### src/rtl/pdwp_pkg.sv
package pdwp_pkg;

    // Default channel capacity of the block
    localparam int DEF_MAX_CHANNELS = 8;

    // Full scale is 2**FS_LOG2 - 1; the row divider relies on that form
    localparam int FS_LOG2 = 16;

    // Field widths
    localparam int SAMPLE_W = 16;
    localparam int MAG_W    = SAMPLE_W + 1;
    localparam int COUNT_W  = 16;
    localparam int XPOS_W   = 16;
    localparam int ROW_W    = 12;
    localparam int NCH_W    = 4;
    localparam int CHOUT_W  = 3;
    localparam int CFG_W    = 16;
    localparam int CFGIDX_W = 3;
    // Largest product of a peak magnitude (32768) and a row count (4095)
    localparam int PROD_W   = 27;

    // Register values after reset
    localparam logic [NCH_W-1:0]   RST_NUM_CHANNELS = NCH_W'(1);
    localparam logic [COUNT_W-1:0] RST_SPP          = COUNT_W'(1);
    localparam logic [ROW_W-1:0]   RST_Y_RANGE      = ROW_W'(256);
    localparam logic [ROW_W-1:0]   RST_X_ORIGIN     = ROW_W'(10);

    // Configuration register indexes
    typedef enum logic [CFGIDX_W-1:0] {
        CFG_NUM_CHANNELS      = 3'd0,
        CFG_SAMPLES_PER_POINT = 3'd1,
        CFG_Y_RANGE           = 3'd2,
        CFG_X_ORIGIN          = 3'd3
    } t_cfg_idx;

    // Peak of a finished group, split into sign and magnitude
    typedef struct packed {
        logic             neg;
        logic [MAG_W-1:0] mag;
    } t_peak_req;

    // Magnitude of a signed sample; the most negative value gives 32768
    function automatic logic [MAG_W-1:0] f_mag16(input logic [SAMPLE_W-1:0] s);
        logic [MAG_W-1:0] ext;
        ext = {s[SAMPLE_W-1], s};
        return s[SAMPLE_W-1] ? (~ext + MAG_W'(1)) : ext;
    endfunction

endpackage

### src/rtl/pdwp_row_map.sv
module pdwp_row_map
    import pdwp_pkg::*;
(
    input  logic             i_clk,
    input  logic             i_load,
    input  t_peak_req        i_peak,
    input  logic [ROW_W-1:0] i_y_range,
    output logic [ROW_W-1:0] o_y_to
);

    logic [PROD_W-1:0]    r_prod;
    logic                 r_neg;
    logic [PROD_W:0]      w_sum;
    logic [ROW_W-1:0]     w_quot;
    logic [ROW_W-1:0]     w_half;

    // Register the magnitude product
    always_ff @(posedge i_clk) begin
        if (i_load) begin
            r_prod <= PROD_W'(i_peak.mag) * PROD_W'(i_y_range);
            r_neg  <= i_peak.neg;
        end
    end

    // Divide by full scale: (a + (a >> 16) + 1) >> 16 is exact in this range
    assign w_sum  = {1'b0, r_prod} + (PROD_W+1)'(r_prod >> FS_LOG2) + (PROD_W+1)'(1);
    assign w_quot = ROW_W'(w_sum >> FS_LOG2);
    assign w_half = i_y_range >> 1;

    // Subtract the signed quotient from mid-screen, wrap to the row width
    assign o_y_to = r_neg ? (w_half + w_quot) : (w_half - w_quot);

endmodule

### src/rtl/peak_decimate_waveform_plot_core.sv
// Peak-hold decimating waveform tracer.
// Input channel: i_valid / o_ready with i_sample, one signed sample per request,
// channels interleaved in order. Output channel: o_valid / i_ready with one line
// segment per request: o_channel, o_x_from (end column is one more), o_y_from and
// o_y_to. Each channel's group of samples_per_point samples yields one segment
// from its peak sample; the other samples give no result.
// Configuration: i_cfg_we / i_cfg_index / i_cfg_data; the user must write it
// only while the block is idle, which the block does not enforce. Writing y_range
// or x_origin restarts every trace. A segment shows on o_valid once the request
// that completes its group has passed four register stages (input, peak update,
// product, result). Throughput: one request per cycle unless the receiver stalls;
// each stage moves one request per cycle when the next can take it; per-channel
// count, peak and trace registers are read and written in the same cycle.
// Reset (synchronous, active low) loads the register defaults, empties the
// pipeline and restarts all groups and traces.
// When the receiver stalls the result is held; requests keep being accepted
// until the three stages after the input register hold pending segments and
// the input register holds a request.
module peak_decimate_waveform_plot_core
    import pdwp_pkg::*;
#(
    parameter int MAX_CHANNELS = DEF_MAX_CHANNELS
) (
    input  logic                i_clk,
    input  logic                i_rst_n,
    input  logic                i_valid,
    output logic                o_ready,
    input  logic [SAMPLE_W-1:0] i_sample,
    output logic                o_valid,
    input  logic                i_ready,
    output logic [CHOUT_W-1:0]  o_channel,
    output logic [XPOS_W-1:0]   o_x_from,
    output logic [ROW_W-1:0]    o_y_from,
    output logic [ROW_W-1:0]    o_y_to,
    input  logic                i_cfg_we,
    input  logic [CFGIDX_W-1:0] i_cfg_index,
    input  logic [CFG_W-1:0]    i_cfg_data
);

    localparam int CH_W = (MAX_CHANNELS > 1) ? $clog2(MAX_CHANNELS) : 1;
    localparam int NA_W = $clog2(MAX_CHANNELS + 1);

    // Configuration; x_origin only acts through the trace reload
    logic [NCH_W-1:0]   r_num_channels;
    logic [COUNT_W-1:0] r_spp;
    logic [ROW_W-1:0]   r_y_range;

    // Per-channel state
    logic [CH_W-1:0]     r_chan_idx;
    logic [COUNT_W-1:0]  r_group_cnt [MAX_CHANNELS];
    logic [SAMPLE_W-1:0] r_peak      [MAX_CHANNELS];
    logic [XPOS_W-1:0]   r_trace_x   [MAX_CHANNELS];
    logic [ROW_W-1:0]    r_trace_y   [MAX_CHANNELS];

    // Pipeline
    logic                r1_valid;
    logic [CH_W-1:0]     r1_ch;
    logic [SAMPLE_W-1:0] r1_sample;
    logic                r2_valid;
    logic [CH_W-1:0]     r2_ch;
    t_peak_req           r2_peak;
    logic                r3_valid;
    logic [CH_W-1:0]     r3_ch;
    logic                r_out_valid;
    logic [CHOUT_W-1:0]  r_out_channel;
    logic [XPOS_W-1:0]   r_out_x_from;
    logic [ROW_W-1:0]    r_out_y_from;
    logic [ROW_W-1:0]    r_out_y_to;

    logic                out_free;
    logic                en3;
    logic                en2;
    logic                en1;
    logic [NA_W-1:0]     n_active;
    logic [CH_W-1:0]     cur_ch;
    logic [CH_W-1:0]     n_chan_idx;
    logic [COUNT_W-1:0]  cnt_cur;
    logic [SAMPLE_W-1:0] pk_cur;
    logic                take;
    logic [SAMPLE_W-1:0] n_peak;
    logic [COUNT_W:0]    cnt_inc;
    logic [COUNT_W-1:0]  spp_eff;
    logic                grp_done;
    t_peak_req           n_peak_req;
    logic [ROW_W-1:0]    y_to;
    logic                seg_go;

    // Advance each stage when the one after it can take its request
    assign out_free = !r_out_valid || i_ready;
    assign en3      = !r3_valid || out_free;
    assign en2      = !r2_valid || en3;
    assign en1      = !r1_valid || en2;
    assign o_ready  = en1;

    // Clamp the channel count and pick the channel of the incoming sample
    always_comb begin
        if (r_num_channels == '0) begin
            n_active = NA_W'(1);
        end else if (int'(r_num_channels) > MAX_CHANNELS) begin
            n_active = NA_W'(MAX_CHANNELS);
        end else begin
            n_active = NA_W'(r_num_channels);
        end
        cur_ch = (int'(r_chan_idx) >= int'(n_active)) ? '0 : r_chan_idx;
        n_chan_idx = (int'(cur_ch) + 1 >= int'(n_active)) ? '0 : CH_W'(int'(cur_ch) + 1);
    end

    // Update the group peak and count of the channel in stage one
    always_comb begin
        cnt_cur  = r_group_cnt[r1_ch];
        pk_cur   = r_peak[r1_ch];
        take     = (cnt_cur == '0) || (f_mag16(r1_sample) > f_mag16(pk_cur));
        n_peak   = take ? r1_sample : pk_cur;
        cnt_inc  = {1'b0, cnt_cur} + (COUNT_W+1)'(1);
        spp_eff  = (r_spp == '0) ? COUNT_W'(1) : r_spp;
        grp_done = cnt_inc >= {1'b0, spp_eff};
        n_peak_req.neg = n_peak[SAMPLE_W-1];
        n_peak_req.mag = f_mag16(n_peak);
    end

    // Map the peak to a row
    pdwp_row_map u_row_map (
        .i_clk     (i_clk),
        .i_load    (en3 && r2_valid),
        .i_peak    (r2_peak),
        .i_y_range (r_y_range),
        .o_y_to    (y_to)
    );

    assign seg_go = r3_valid && out_free;

    // Configuration registers and channel rotation
    always_ff @(posedge i_clk) begin
        if (!i_rst_n) begin
            r_num_channels <= RST_NUM_CHANNELS;
            r_spp          <= RST_SPP;
            r_y_range      <= RST_Y_RANGE;
            r_chan_idx     <= '0;
        end else begin
            if (i_cfg_we) begin
                case (t_cfg_idx'(i_cfg_index))
                    CFG_NUM_CHANNELS:      r_num_channels <= i_cfg_data[NCH_W-1:0];
                    CFG_SAMPLES_PER_POINT: r_spp          <= i_cfg_data[COUNT_W-1:0];
                    CFG_Y_RANGE:           r_y_range      <= i_cfg_data[ROW_W-1:0];
                    default: ;
                endcase
            end
            if (i_valid && en1) begin
                r_chan_idx <= n_chan_idx;
            end
        end
    end

    // Group count and peak per channel
    always_ff @(posedge i_clk) begin
        if (!i_rst_n) begin
            for (int i = 0; i < MAX_CHANNELS; i++) begin
                r_group_cnt[i] <= '0;
                r_peak[i]      <= '0;
            end
        end else if (r1_valid && en2) begin
            if (grp_done) begin
                r_group_cnt[r1_ch] <= '0;
                r_peak[r1_ch]      <= '0;
            end else begin
                r_group_cnt[r1_ch] <= cnt_inc[COUNT_W-1:0];
                r_peak[r1_ch]      <= n_peak;
            end
        end
    end

    // Trace position per channel; a reload by configuration restarts all traces
    always_ff @(posedge i_clk) begin
        if (!i_rst_n) begin
            for (int i = 0; i < MAX_CHANNELS; i++) begin
                r_trace_x[i] <= XPOS_W'(RST_X_ORIGIN);
                r_trace_y[i] <= RST_Y_RANGE >> 1;
            end
        end else if (i_cfg_we && (t_cfg_idx'(i_cfg_index) == CFG_X_ORIGIN)) begin
            for (int i = 0; i < MAX_CHANNELS; i++) begin
                r_trace_x[i] <= XPOS_W'(i_cfg_data[ROW_W-1:0]);
            end
        end else if (i_cfg_we && (t_cfg_idx'(i_cfg_index) == CFG_Y_RANGE)) begin
            for (int i = 0; i < MAX_CHANNELS; i++) begin
                r_trace_y[i] <= i_cfg_data[ROW_W-1:0] >> 1;
            end
        end else if (seg_go) begin
            r_trace_x[r3_ch] <= r_trace_x[r3_ch] + XPOS_W'(1);
            r_trace_y[r3_ch] <= y_to;
        end
    end

    // Pipeline valid bits
    always_ff @(posedge i_clk) begin
        if (!i_rst_n) begin
            r1_valid    <= 1'b0;
            r2_valid    <= 1'b0;
            r3_valid    <= 1'b0;
            r_out_valid <= 1'b0;
        end else begin
            if (en1) begin
                r1_valid <= i_valid;
            end
            if (en2) begin
                r2_valid <= r1_valid && grp_done;
            end
            if (en3) begin
                r3_valid <= r2_valid;
            end
            if (out_free) begin
                r_out_valid <= r3_valid;
            end
        end
    end

    // Pipeline payload
    always_ff @(posedge i_clk) begin
        if (i_valid && en1) begin
            r1_ch     <= cur_ch;
            r1_sample <= i_sample;
        end
        if (r1_valid && en2) begin
            r2_ch   <= r1_ch;
            r2_peak <= n_peak_req;
        end
        if (r2_valid && en3) begin
            r3_ch <= r2_ch;
        end
        if (seg_go) begin
            r_out_channel <= CHOUT_W'(r3_ch);
            r_out_x_from  <= r_trace_x[r3_ch];
            r_out_y_from  <= r_trace_y[r3_ch];
            r_out_y_to    <= y_to;
        end
    end

    assign o_valid   = r_out_valid;
    assign o_channel = r_out_channel;
    assign o_x_from  = r_out_x_from;
    assign o_y_from  = r_out_y_from;
    assign o_y_to    = r_out_y_to;

    // Channel rotation stays inside the channel capacity
    a_chan_range: assert property (@(posedge i_clk) disable iff (!i_rst_n)
        i_valid && o_ready |=> int'(r_chan_idx) < MAX_CHANNELS)
        else $error("channel index out of range");

    // Input stalls only when every stage holds a pending request
    a_stall_full: assert property (@(posedge i_clk) disable iff (!i_rst_n)
        !o_ready |-> r1_valid && r2_valid && r3_valid && r_out_valid)
        else $error("input stalled with a free stage");

    // Each segment emitted without a configuration write moves its trace one column right
    a_trace_step: assert property (@(posedge i_clk) disable iff (!i_rst_n)
        seg_go && !i_cfg_we |=>
        r_trace_x[$past(r3_ch)] == XPOS_W'($past(r_trace_x[r3_ch]) + XPOS_W'(1)))
        else $error("trace column did not advance");

endmodule

### config.mk
export PLATFORM = sky130hd
export DESIGN_NAME = peak_decimate_waveform_plot_core
export DESIGN_NICKNAME = d
export VERILOG_FILES = /design/src/rtl/pdwp_pkg.sv /design/src/rtl/pdwp_row_map.sv /design/src/rtl/peak_decimate_waveform_plot_core.sv
export SDC_FILE = /design/constraint.sdc
export NUM_CORES = 1
export LEC_CHECK = 0
export ABC_CLOCK_PERIOD_IN_PS = 11150
export BUFFER_PORTS_ARGS = -buffer_cell sky130_fd_sc_hd__buf_4
export CELL_PAD_IN_SITES_DETAIL_PLACEMENT = 1
export CELL_PAD_IN_SITES_GLOBAL_PLACEMENT = 2
export CORE_MARGIN = 1
export CORE_UTILIZATION = 40
export DETAILED_ROUTE_END_ITERATION = 16
export GPL_TIMING_DRIVEN = 1
export PLACE_DENSITY_LB_ADDON = 0.1
export SYNTH_ARGS = -nofsm -noshare
export SYNTH_HDL_FRONTEND = slang
export SYNTH_SLANG_ARGS = --single-unit
### constraint.sdc
create_clock -name i_clk -period 11.15 [get_ports i_clk]
set_clock_uncertainty 0.2 [all_clocks]
set_input_delay 0.5575 -clock i_clk [delete_from_list [all_inputs] [get_ports i_clk]]
set_output_delay 0.5575 -clock i_clk [all_outputs]
set_load 0.005 [all_outputs]
## Word-level counts from Yosys, hierarchy flattened

Memory sizes are Yosys's and may differ from the RTL's. A register that Yosys moved wholly into a read port is not among the register bits.
Cells that the tools add are included.

- Flip-flop bits (word level): 141
- Memory bits (writable): 480
- Input port bits: 40
- Output and inout port bits: 45
- Word-level logic and storage cells: 155
- Memories kept: 4

- Add/subtract/negate cells: 10
- Multipliers: 1
- $lt $le $gt $ge: 5
- Equality and inequality tests: 3
- Muxes and demuxes: 64
- Bitwise logic cells: 21
- Reductions and logical operators: 27

Memories:

| name | depth | bits a word | read ports | clocked after memory_dff | wr ports | line | source |
|---|---|---|---|---|---|---|---|
| r_group_cnt | 8 | 16 | 1 | 1 | 8 | peak_decimate_waveform_plot_core.sv:50 | `logic [COUNT_W-1:0] r_group_cnt [MAX_CHANNELS];` |
| r_peak | 8 | 16 | 1 | 1 | 8 | peak_decimate_waveform_plot_core.sv:51 | `logic [SAMPLE_W-1:0] r_peak [MAX_CHANNELS];` |
| r_trace_x | 8 | 16 | 1 | 1 | 8 | peak_decimate_waveform_plot_core.sv:52 | `logic [XPOS_W-1:0] r_trace_x [MAX_CHANNELS];` |
| r_trace_y | 8 | 12 | 1 | 1 | 8 | peak_decimate_waveform_plot_core.sv:53 | `logic [ROW_W-1:0] r_trace_y [MAX_CHANNELS];` |

Operators with widths:

| cell | count |
|---|---|
| $mux 16 | 15 |
| $mux 12 | 10 |
| $add 17x1->17 const B | 3 |
| $not 17->17 | 3 |
| $reduce_or 16->1 | 3 |
| $mux 17 | 2 |
| $ge 32x5->1 | 1 |
| $logic_not 16->1 | 2 |
| $add 27x11->28 | 1 |
| $add 28x1->28 const B | 1 |
| $mul 17x12->27 | 1 |
| $mux 3 | 9 |
| $mux 1 | 25 |
| $or 1x1->1 | 18 |
| $add 16x1->17 const B | 1 |
| $ge 17x16->1 | 1 |
| $gt 17x17->1 | 1 |
| $add 16x1->16 const B | 1 |
| $mux 15 | 1 |
| $add 11x12->12 | 1 |
| $reduce_or 12->1 | 1 |
| $sub 11x12->12 | 1 |
| $mux 4 | 2 |
| $logic_and 1x1->1 | 7 |
| 10 further kinds | 20 |

## Depth between registers and ports, before layout

Gate-level depths: netlist of run 1.

- Word-level depth: 11
- Mapped depth: 30
- Gate-level depth less buffers: 23

## By module

From an unflattened synthesis of run 1, not the netlist that was laid out.

- Cell total of the unflattened synthesis: 3152
- Area total of the unflattened synthesis: 38231.7 sq um

By module, submodules not included:

| module | times used | cells each | area each (sq um) | sequential area each (sq um) |
|---|---|---|---|---|
| peak_decimate_waveform_plot_core | 1 | 2186 | 29809.8 | 17897.2 |
| pdwp_row_map | 1 | 966 | 8421.8 | 840.8 |

## Worst setup path before layout of run 1

Ideal clock, no wire load.

- Path kind: register to register
- Start point: reg with a tool-made name
- End point: reg r2_peak[12] (netlist name), data pin
- Setup time: 272 ps
- Arrival: 5822 ps
- Data required time: 10678 ps
- Path slack: 4855 ps
- Cell stages (with the launch flop): 25
- Path buffers: 7
- Period minus slack after synthesis: 6295 ps
- Path through: dfxtp_1 buf_6 buf_6 buf_6 buf_4 buf_2 mux4_2 mux2_2 nor4_1 a21oi_1 xor2_1 ha_1 nand4_1 or4_1 a21oi_2 buf_4 buf_4 nand2_1 o21ai_2 ha_1 inv_1 or4_1 mux2_4 o21ai_2 xor2_1

RTL lines:

| item | line | source |
|---|---|---|
| to (signal assigned) | peak_decimate_waveform_plot_core.sv:224 | `r2_peak <= n_peak_req;` |
| to (decl) | peak_decimate_waveform_plot_core.sv:61 | `t_peak_req r2_peak;` |

==> impl_metrics.tcl, run 1 <==
set metrics [dict create \
    floorplan.die_area_sq_um 92400 \
    yosys_warnings 0 \
    die_width_um 304 \
    gp_routability_congestion 0.801 \
    drive_above_1_share_pct 13.9 \
    cp.required_ps 11300 \
    hold_start "i_cfg_data[8]" \
    worst_hold_endpoint "r_spp[8]$_SDFFE_PN0P_" \
    setup_viol 0 \
    drc 0 \
    switchingPower_mw 1.71 \
    holdPathStages 3 \
    total_global_route_track_usage_pct 23.0 \
    ios 85 \
    flow.area_growth_from_synthesis_pct 11.8 \
    postLayoutCellArea_sq_um 40800 \
    final.setup.tns_ps 0 \
    dr.first_iter.drc_count 1462 \
    finalHoldViolCount 0 \
    power.density_cell_area_nw_per_um2 151 \
    start_util_pct 40.5 \
    die_height_um 304 \
    cell_internal_pwr_mw 4.44 \
    crit_path_dat_ps 7870 \
    synth-seq-cells 639 \
    power_frac_clock_pct 38.0 \
    cts_htree_levels 3 \
    wl_per_cell_um 24.4 \
    clock-sinks 639 \
    timing.reg2reg.worst_path_depth 21 \
    clock_tree.buffer_depth 3 \
    largest_net_degree_at_the_start_of_global_routing 57 \
    min_period_over_period_pct 69.3 \
    tritoncts.num_buffers 75 \
    cts_tree "yes" \
    avgSynthCellArea_sq_um 12.2 \
    global_route_wire_length_before_repair_um 162000 \
    first_pass_iters 7 \
    setup_slack_ps 3430 \
    grt_setup_unrepaired "false" \
    final_antenna_net_count 0 \
    crit_fanout 39 \
    timing.hold.ws_ps 59.0 \
    synth_cells 2997 \
    holdCritPathClass "input pin to flip-flop" \
    synth-seq-area-share_pct 51.4 \
    antennaDiodeCount 0 \
    ff2ff_setup_slack_ps 3430 \
    wl_um 105000 \
    synthArstFlopShare_pct 0 \
    switching_share_pct 27.7 \
    synth-edff-count 594 \
    post_dp_cell_area_sq_um 38300 \
    place_worst_setup_slack_ps 3470 \
    core.rowCount 110 \
    total_power_mw 6.15 \
    worst_ir_drop_vdd_uv 104 \
    vias 23868 \
    worst_pin_slew_ps 1140 \
    worst_skew_pair.late_latency_ps 630 \
    timing.rr.end "r2_peak[12]$_DFFE_PP_" \
    clk_transition_reported_paths_ps 60 \
    vias_per_cell 5.53 \
    globalRouteOverflowTotal 0 \
    cp-start-kind "flip-flop" \
    slew-limit-headroom_pct 23.8 \
    synth_top_flop_cell "sky130_fd_sc_hd__edfxtp_1" \
    place.port_buffers 84 \
    worst-setup-path-type "flip-flop to flip-flop" \
    cp-end-kind "flip-flop" \
    post_cts_buffers 0 \
    post_synth_instance_area_sq_um 36500 \
    p_seq_share_pct 46.4 \
    core_region_area_sq_um 90100 \
    timing.final.max_slew_violations 0 \
    cap_viol_max_count 0 \
    num-nets-final 3395 \
    period_minus_slack_ps 7720 \
    fmax_mhz 129 \
    grt_antenna_before_repair 2 \
    status "finished clean" \
    power_leakage_nw 15.7 \
    cts_root_buffer "sky130_fd_sc_hd__clkbuf_16" \
    pwr-share-comb_pct 15.7 \
    via_count_of_the_first_global_routing_pass 26192 \
    synth.lib_cells_used.distinct 79 \
    place.detailed.hpwl_um 70500 \
]
[layout by cell type, fill, tap and decap left out, types with 38 or more instances in the layout]
master                      instances
sky130_fd_sc_hd__mux2i_1           38
sky130_fd_sc_hd__a21oi_1           55
sky130_fd_sc_hd__clkbuf_16         78
sky130_fd_sc_hd__nand3_1           77
sky130_fd_sc_hd__and2_1            71
sky130_fd_sc_hd__edfxtp_1         594
sky130_fd_sc_hd__buf_4            139
sky130_fd_sc_hd__fa_1             150
sky130_fd_sc_hd__ha_1             127
sky130_fd_sc_hd__o21ai_0          198
sky130_fd_sc_hd__xnor2_1           82
sky130_fd_sc_hd__mux4_2           110
sky130_fd_sc_hd__nand2_1          296
sky130_fd_sc_hd__nor2_1           358
sky130_fd_sc_hd__dfxtp_1           41
sky130_fd_sc_hd__inv_1            257
[cell usage after synthesis, types with 5 or more instances]
library cell                 n  area, sq um
sky130_fd_sc_hd__nor2b_1    26          163
sky130_fd_sc_hd__o21bai_1    6         45.0
sky130_fd_sc_hd__and3_1     12         75.1
sky130_fd_sc_hd__dfxtp_1    45          901
sky130_fd_sc_hd__xnor2_1    82          718
sky130_fd_sc_hd__a21oi_1    55          275
sky130_fd_sc_hd__o21ai_0   198          991
sky130_fd_sc_hd__o21a_1     14          105
sky130_fd_sc_hd__nand4_1    14         87.6
sky130_fd_sc_hd__mux2i_4     5          113
sky130_fd_sc_hd__o21ai_1     5         25.0
sky130_fd_sc_hd__edfxtp_1  594        17800
sky130_fd_sc_hd__or4_1       5         37.5
sky130_fd_sc_hd__buf_6       7         78.8
sky130_fd_sc_hd__a31oi_1    11         68.8
sky130_fd_sc_hd__nor3_1     20          100
sky130_fd_sc_hd__nand3_2     9         90.1
sky130_fd_sc_hd__mux2i_1    38          380
sky130_fd_sc_hd__a21boi_0   19          143
sky130_fd_sc_hd__inv_1     257          965
sky130_fd_sc_hd__o21ai_4     6         97.6
sky130_fd_sc_hd__a211oi_1    5         37.5
sky130_fd_sc_hd__mux4_2    110         2480
sky130_fd_sc_hd__mux4_1     11          289
sky130_fd_sc_hd__ha_1      127         1590
sky130_fd_sc_hd__mux2_2     34          383
sky130_fd_sc_hd__a21o_1     35          263
sky130_fd_sc_hd__nand2b_1   12         75.1
sky130_fd_sc_hd__fa_1      150         3000
sky130_fd_sc_hd__clkbuf_1  100          375
sky130_fd_sc_hd__buf_4       7         52.6
sky130_fd_sc_hd__and2_1     71          444
sky130_fd_sc_hd__nor2_1    358         1340
sky130_fd_sc_hd__nand3b_1   14          105
sky130_fd_sc_hd__buf_1       8         30.0
sky130_fd_sc_hd__nand2_1   296         1110
sky130_fd_sc_hd__nand3_1    77          385
sky130_fd_sc_hd__o211ai_1    5         37.5
sky130_fd_sc_hd__buf_2      31          155
sky130_fd_sc_hd__nor4_1     10         62.6
sky130_fd_sc_hd__xor2_1     33          289
sky130_fd_sc_hd__or3_1       9         56.3
[repair_timing]
action	in CTS	in global routing
hold buffers	21	0
hold endpoints to repair	21	0
gates resized for setup	0	0
[final cells by class]
class,count,area (sq um)
clock buffer,104,2050
clock inverter,32,243
fill,9400,49400
inverter,258,968
multi-input combinational,1944,16000
sequential,639,18700
tap,1176,1470
timing repair buffer,160,1250
[cell families (layout without fill, tap and decap cells)]
logic type      after synthesis  count (layout)  share of synthesized area, %
fa+ha+maj                   277             277                          12.6
other cells                   2               3                        0.0206
mux                         206             206                          10.3
buf+inv                     415             554                          4.72
xor+xnor                    115             115                          2.76
compound gates              388             388                          6.43
simple gates                955             955                          11.8
flops                       639             639                          51.4
[metal layers]
metal	global-route usage (%)	part of all wire, %	routed length [um]
met4	5.83	2.2	2310
met2	39.5	49	51700
met1	31.1	45	47200
met5	0	0	0
met3	2.21	3.6	3810
[through the flow]
stage / util (%) / std cells
6_report: 45.2 / 4313
5_1_grt: 45.2 / 4313
4_1_cts: 45.2 / 4313
3_5_place_dp: 42.5 / 4156
3_3_place_gp: 42.5 / 4156
2_1_floorplan: - / 2998
[critical path, cell delays in order (launching register included)]
cell and delay, ps:
sky130_fd_sc_hd__dfxtp_4 660, sky130_fd_sc_hd__buf_4 630, sky130_fd_sc_hd__mux4_1 650, sky130_fd_sc_hd__mux2i_1 400
sky130_fd_sc_hd__and3_1 270, sky130_fd_sc_hd__nand2_2 90, sky130_fd_sc_hd__nor4_1 480, sky130_fd_sc_hd__a21oi_1 170
sky130_fd_sc_hd__xor2_1 180, sky130_fd_sc_hd__ha_1 310, sky130_fd_sc_hd__nand4_1 150, sky130_fd_sc_hd__or4_1 620
sky130_fd_sc_hd__a21oi_4 160, sky130_fd_sc_hd__buf_4 570, sky130_fd_sc_hd__nand2_1 150, sky130_fd_sc_hd__o21ai_2 210
sky130_fd_sc_hd__ha_1 330, sky130_fd_sc_hd__inv_1 70, sky130_fd_sc_hd__or4_1 520, sky130_fd_sc_hd__mux2_4 310
sky130_fd_sc_hd__o21ai_2 160, sky130_fd_sc_hd__xor2_1 80
[power groups by stage]
stage	combinational [mW]	sequential (mW)	clock, mW
after floorplan	0.710	2.83	0
after global placement	0.942	2.89	0
after detailed placement	0.966	2.90	0
after CTS	0.979	2.85	2.38
after global routing	1.07	2.86	2.46
final	0.964	2.85	2.34
[state kept, by name, indices dropped and copies added (netlist names), named ones only]
| signal | count |
|---|---|
| r1_sample | 16 |
| r_num_channels | 4 |
| r3_valid | 1 |
| u_row_map.r_neg | 1 |
| r3_ch | 3 |
| o_y_from | 12 |
| r2_ch | 3 |
| r1_ch | 3 |
| r_chan_idx | 3 |
| r2_valid | 1 |
| r_y_range | 12 |
| r_trace_x | 128 |
| r_group_cnt | 128 |
| o_x_from | 16 |
| o_channel | 3 |
| r_spp | 16 |
| r_trace_y | 96 |
| u_row_map.r_prod | 27 |
| r1_valid | 1 |
| r2_peak | 18 |
| o_y_to | 12 |
| r_peak | 128 |
| o_valid | 1 |
[worst max path at each step]
stage / depth (start not counted) / end / slack [ps] / start
detailed placement: 21 / r2_peak[12]$_DFFE_PP_ / 3470 / flip-flop
global route: 21 / r2_peak[14]$_DFFE_PP_ / 2930 / flip-flop
floorplan: 24 / r2_peak[12]$_DFFE_PP_ / 4860 / flip-flop
global placement: 21 / r2_peak[12]$_DFFE_PP_ / 3640 / flip-flop
finish: 21 / r2_peak[12]$_DFFE_PP_ / 3430 / flip-flop
CTS: 21 / r2_peak[12]$_DFFE_PP_ / 3440 / flip-flop
Note: power is estimated with default switching activity, not from simulation.
==> run 2, diff against run 1 <==
--- a/config.mk
+++ b/config.mk
@@ -5,7 +5,7 @@
 export SDC_FILE = /design/constraint.sdc
 export NUM_CORES = 1
 export LEC_CHECK = 0
-export ABC_CLOCK_PERIOD_IN_PS = 11150
+export ABC_CLOCK_PERIOD_IN_PS = 8000
 export BUFFER_PORTS_ARGS = -buffer_cell sky130_fd_sc_hd__buf_4
 export CELL_PAD_IN_SITES_DETAIL_PLACEMENT = 1
 export CELL_PAD_IN_SITES_GLOBAL_PLACEMENT = 2
==> constraint.sdc (replaced) <==
create_clock -name i_clk -period 8 [get_ports i_clk]
set_clock_uncertainty 0.2 [all_clocks]
set_input_delay 0.4 -clock i_clk [delete_from_list [all_inputs] [get_ports i_clk]]
set_output_delay 0.4 -clock i_clk [all_outputs]
set_load 0.005 [all_outputs]
==> impl_metrics.tcl, run 2 (synthesized netlist as in run 1, its figures left out) <==
set metrics [dict create \
    status "finished clean" \
    final_cells 4325 \
    wl_um 105000 \
    period_minus_slack_ps 6720 \
    num-nets-final 3414 \
    total_power_mw 8.56 \
    holdPathStages 3 \
    holdCritPathClass "input pin to flip-flop" \
    layout_top_registers "r_group_cnt (128), r_peak (128), r_trace_x (128)" \
    power_leakage_nw 15.8 \
    worst_skew_pair.late_latency_ps 630 \
    vias 23731 \
    finalHoldViolCount 0 \
    clk_transition_reported_paths_ps 60 \
    cts_root_buffer "sky130_fd_sc_hd__clkbuf_16" \
    min_period_over_period_pct 84.0 \
    wl_per_cell_um 24.3 \
    dr.first_iter.drc_count 1463 \
    postLayoutCellArea_sq_um 41000 \
    via_count_of_the_first_global_routing_pass 25787 \
    crit_fanout 34 \
    cap_viol_max_count 0 \
    worst-setup-path-type "flip-flop to flip-flop" \
    drive_above_1_share_pct 14.1 \
    setup_slack_ps 1280 \
    slew-limit-headroom_pct 23.2 \
    timing.hold.ws_ps 125 \
    worst_ir_drop_vdd_uv 143 \
    fmax_mhz 149 \
    place.detailed.hpwl_um 71500 \
    worst_hold_endpoint "r_y_range[1]$_SDFFE_PN0P_" \
    filler_cell_count 9330 \
    cp-start-kind "flip-flop" \
    largest_net_degree_at_the_start_of_global_routing 49 \
    timing.final.max_slew_violations 0 \
    post-route-util_pct 45.4 \
    ios 85 \
    clock_tree.buffer_depth 3 \
    core.rowCount 110 \
    vias_per_cell 5.49 \
    placed_cells 4164 \
    globalRouteOverflowTotal 0 \
    grt_setup_unrepaired "false" \
    gp_routability_congestion 0.805 \
    use_met1_pct 30.4 \
    die_width_um 304 \
    floorplan.die_area_sq_um 92400 \
    global_route.usage.met2_pct 39.3 \
    mostFrequentLayoutCells "594 x sky130_fd_sc_hd__edfxtp_1, 358 x sky130_fd_sc_hd__nor2_1, 296 x sky130_fd_sc_hd__nand2_1, 257 x sky130_fd_sc_hd__inv_1, 198 x sky130_fd_sc_hd__o21ai_0" \
    final.setup.tns_ps 0 \
    setup_viol 0 \
    final_antenna_net_count 0 \
    cp.required_ps 8140 \
    global_route_wire_length_before_repair_um 159000 \
    global_route.usage.met3_pct 3.04 \
    first_pass_iters 6 \
    drc 0 \
    start_util_pct 40.5 \
    grt_antenna_before_repair 0 \
    place_worst_setup_slack_ps 1290 \
    power.density_cell_area_nw_per_um2 209 \
    cts_repair_resize_count 0 \
    mostFrequentLayoutCell "sky130_fd_sc_hd__edfxtp_1" \
    top_usage_layer "met2" \
    place.port_buffers 84 \
    ff2ff_setup_slack_ps 1280 \
    clock-sinks 639 \
    cts_htree_levels 3 \
    timing.rr.end "r2_peak[12]$_DFFE_PP_" \
    worst_pin_slew_ps 1140 \
    crit_path_dat_ps 6860 \
    cts_hold_repair.buffers 34 \
    flow.area_growth_from_synthesis_pct 12.3 \
    timing.reg2reg.worst_path_depth 19 \
    hold_start "i_cfg_index[0]" \
    core_region_area_sq_um 90100 \
    die_height_um 304 \
    post_cts_buffers 0 \
    cp-end-kind "flip-flop" \
    tritoncts.num_buffers 73 \
    total_global_route_track_usage_pct 22.9 \
    post_dp_cell_area_sq_um 38400 \
    cts_tree "yes" \
]
-- run 2: cell count changes in the layout (fill, tap and decap cells not counted), moves of 3 or more --
cell                            delta
sky130_fd_sc_hd__clkbuf_1          -3
sky130_fd_sc_hd__clkinv_1          -7
sky130_fd_sc_hd__clkbuf_8          +4
sky130_fd_sc_hd__clkinv_2          -6
sky130_fd_sc_hd__dlygate4sd3_1    +13
sky130_fd_sc_hd__buf_4             +7
sky130_fd_sc_hd__clkbuf_16         -3
-- run 2: metal layers --
metal  share of wire, %  routed length (um)
met3                4.3                4510
met4                2.5                2660
met5                  0                   0
met1                 44               46000
met2                 49               51800
-- run 2: power by group --
part / total [mW] / internal (mW) / switching [mW]
clock: 3.24 / 1.87 / 1.37
combinational: 1.34 / 0.503 / 0.840
sequential: 3.98 / 3.83 / 0.143
-- run 2: worst max-delay path, stage by stage (launching register included) --
cell                        delay, ps
sky130_fd_sc_hd__dfxtp_4          800
sky130_fd_sc_hd__mux4_2           600
sky130_fd_sc_hd__mux2i_1          450
sky130_fd_sc_hd__inv_1            270
sky130_fd_sc_hd__nor3_1           410
sky130_fd_sc_hd__a31oi_1          180
sky130_fd_sc_hd__xor2_1           210
sky130_fd_sc_hd__ha_1             330
sky130_fd_sc_hd__a2111oi_0        430
sky130_fd_sc_hd__o211ai_1         190
sky130_fd_sc_hd__a211o_1          350
sky130_fd_sc_hd__a21oi_4          210
sky130_fd_sc_hd__nand2_1           90
sky130_fd_sc_hd__o21ai_2          190
sky130_fd_sc_hd__ha_1             350
sky130_fd_sc_hd__inv_1            100
sky130_fd_sc_hd__or4_1            530
sky130_fd_sc_hd__mux2_4           300
sky130_fd_sc_hd__o21ai_2          160
sky130_fd_sc_hd__xor2_1            80
-- run 2: final cells by class --
class	instances	area (sq um)	area share [%]
diodes	1	2.50	0.00611
clock buffers	103	2030	4.95
clock inverters	23	244	0.596
inverters	258	968	2.36
multi-input cells	1944	16000	39.2
flip-flops and latches	639	18700	45.8
well taps	1176	1470	3.59
repair buffers	181	1460	3.56
-- run 2: worst max-delay path by stage --
stage | end | cells past startpoint | slack [ps]
after global routing | r_group_cnt[4][8]$_SDFFCE_PN0P_ | 18 | 800
final | r2_peak[12]$_DFFE_PP_ | 19 | 1280
after global placement | r2_peak[12]$_DFFE_PP_ | 19 | 1370
after floorplan | r2_peak[12]$_DFFE_PP_ | 24 | 1710
after CTS | r2_peak[12]$_DFFE_PP_ | 19 | 1260
after detailed placement | r2_peak[12]$_DFFE_PP_ | 19 | 1290
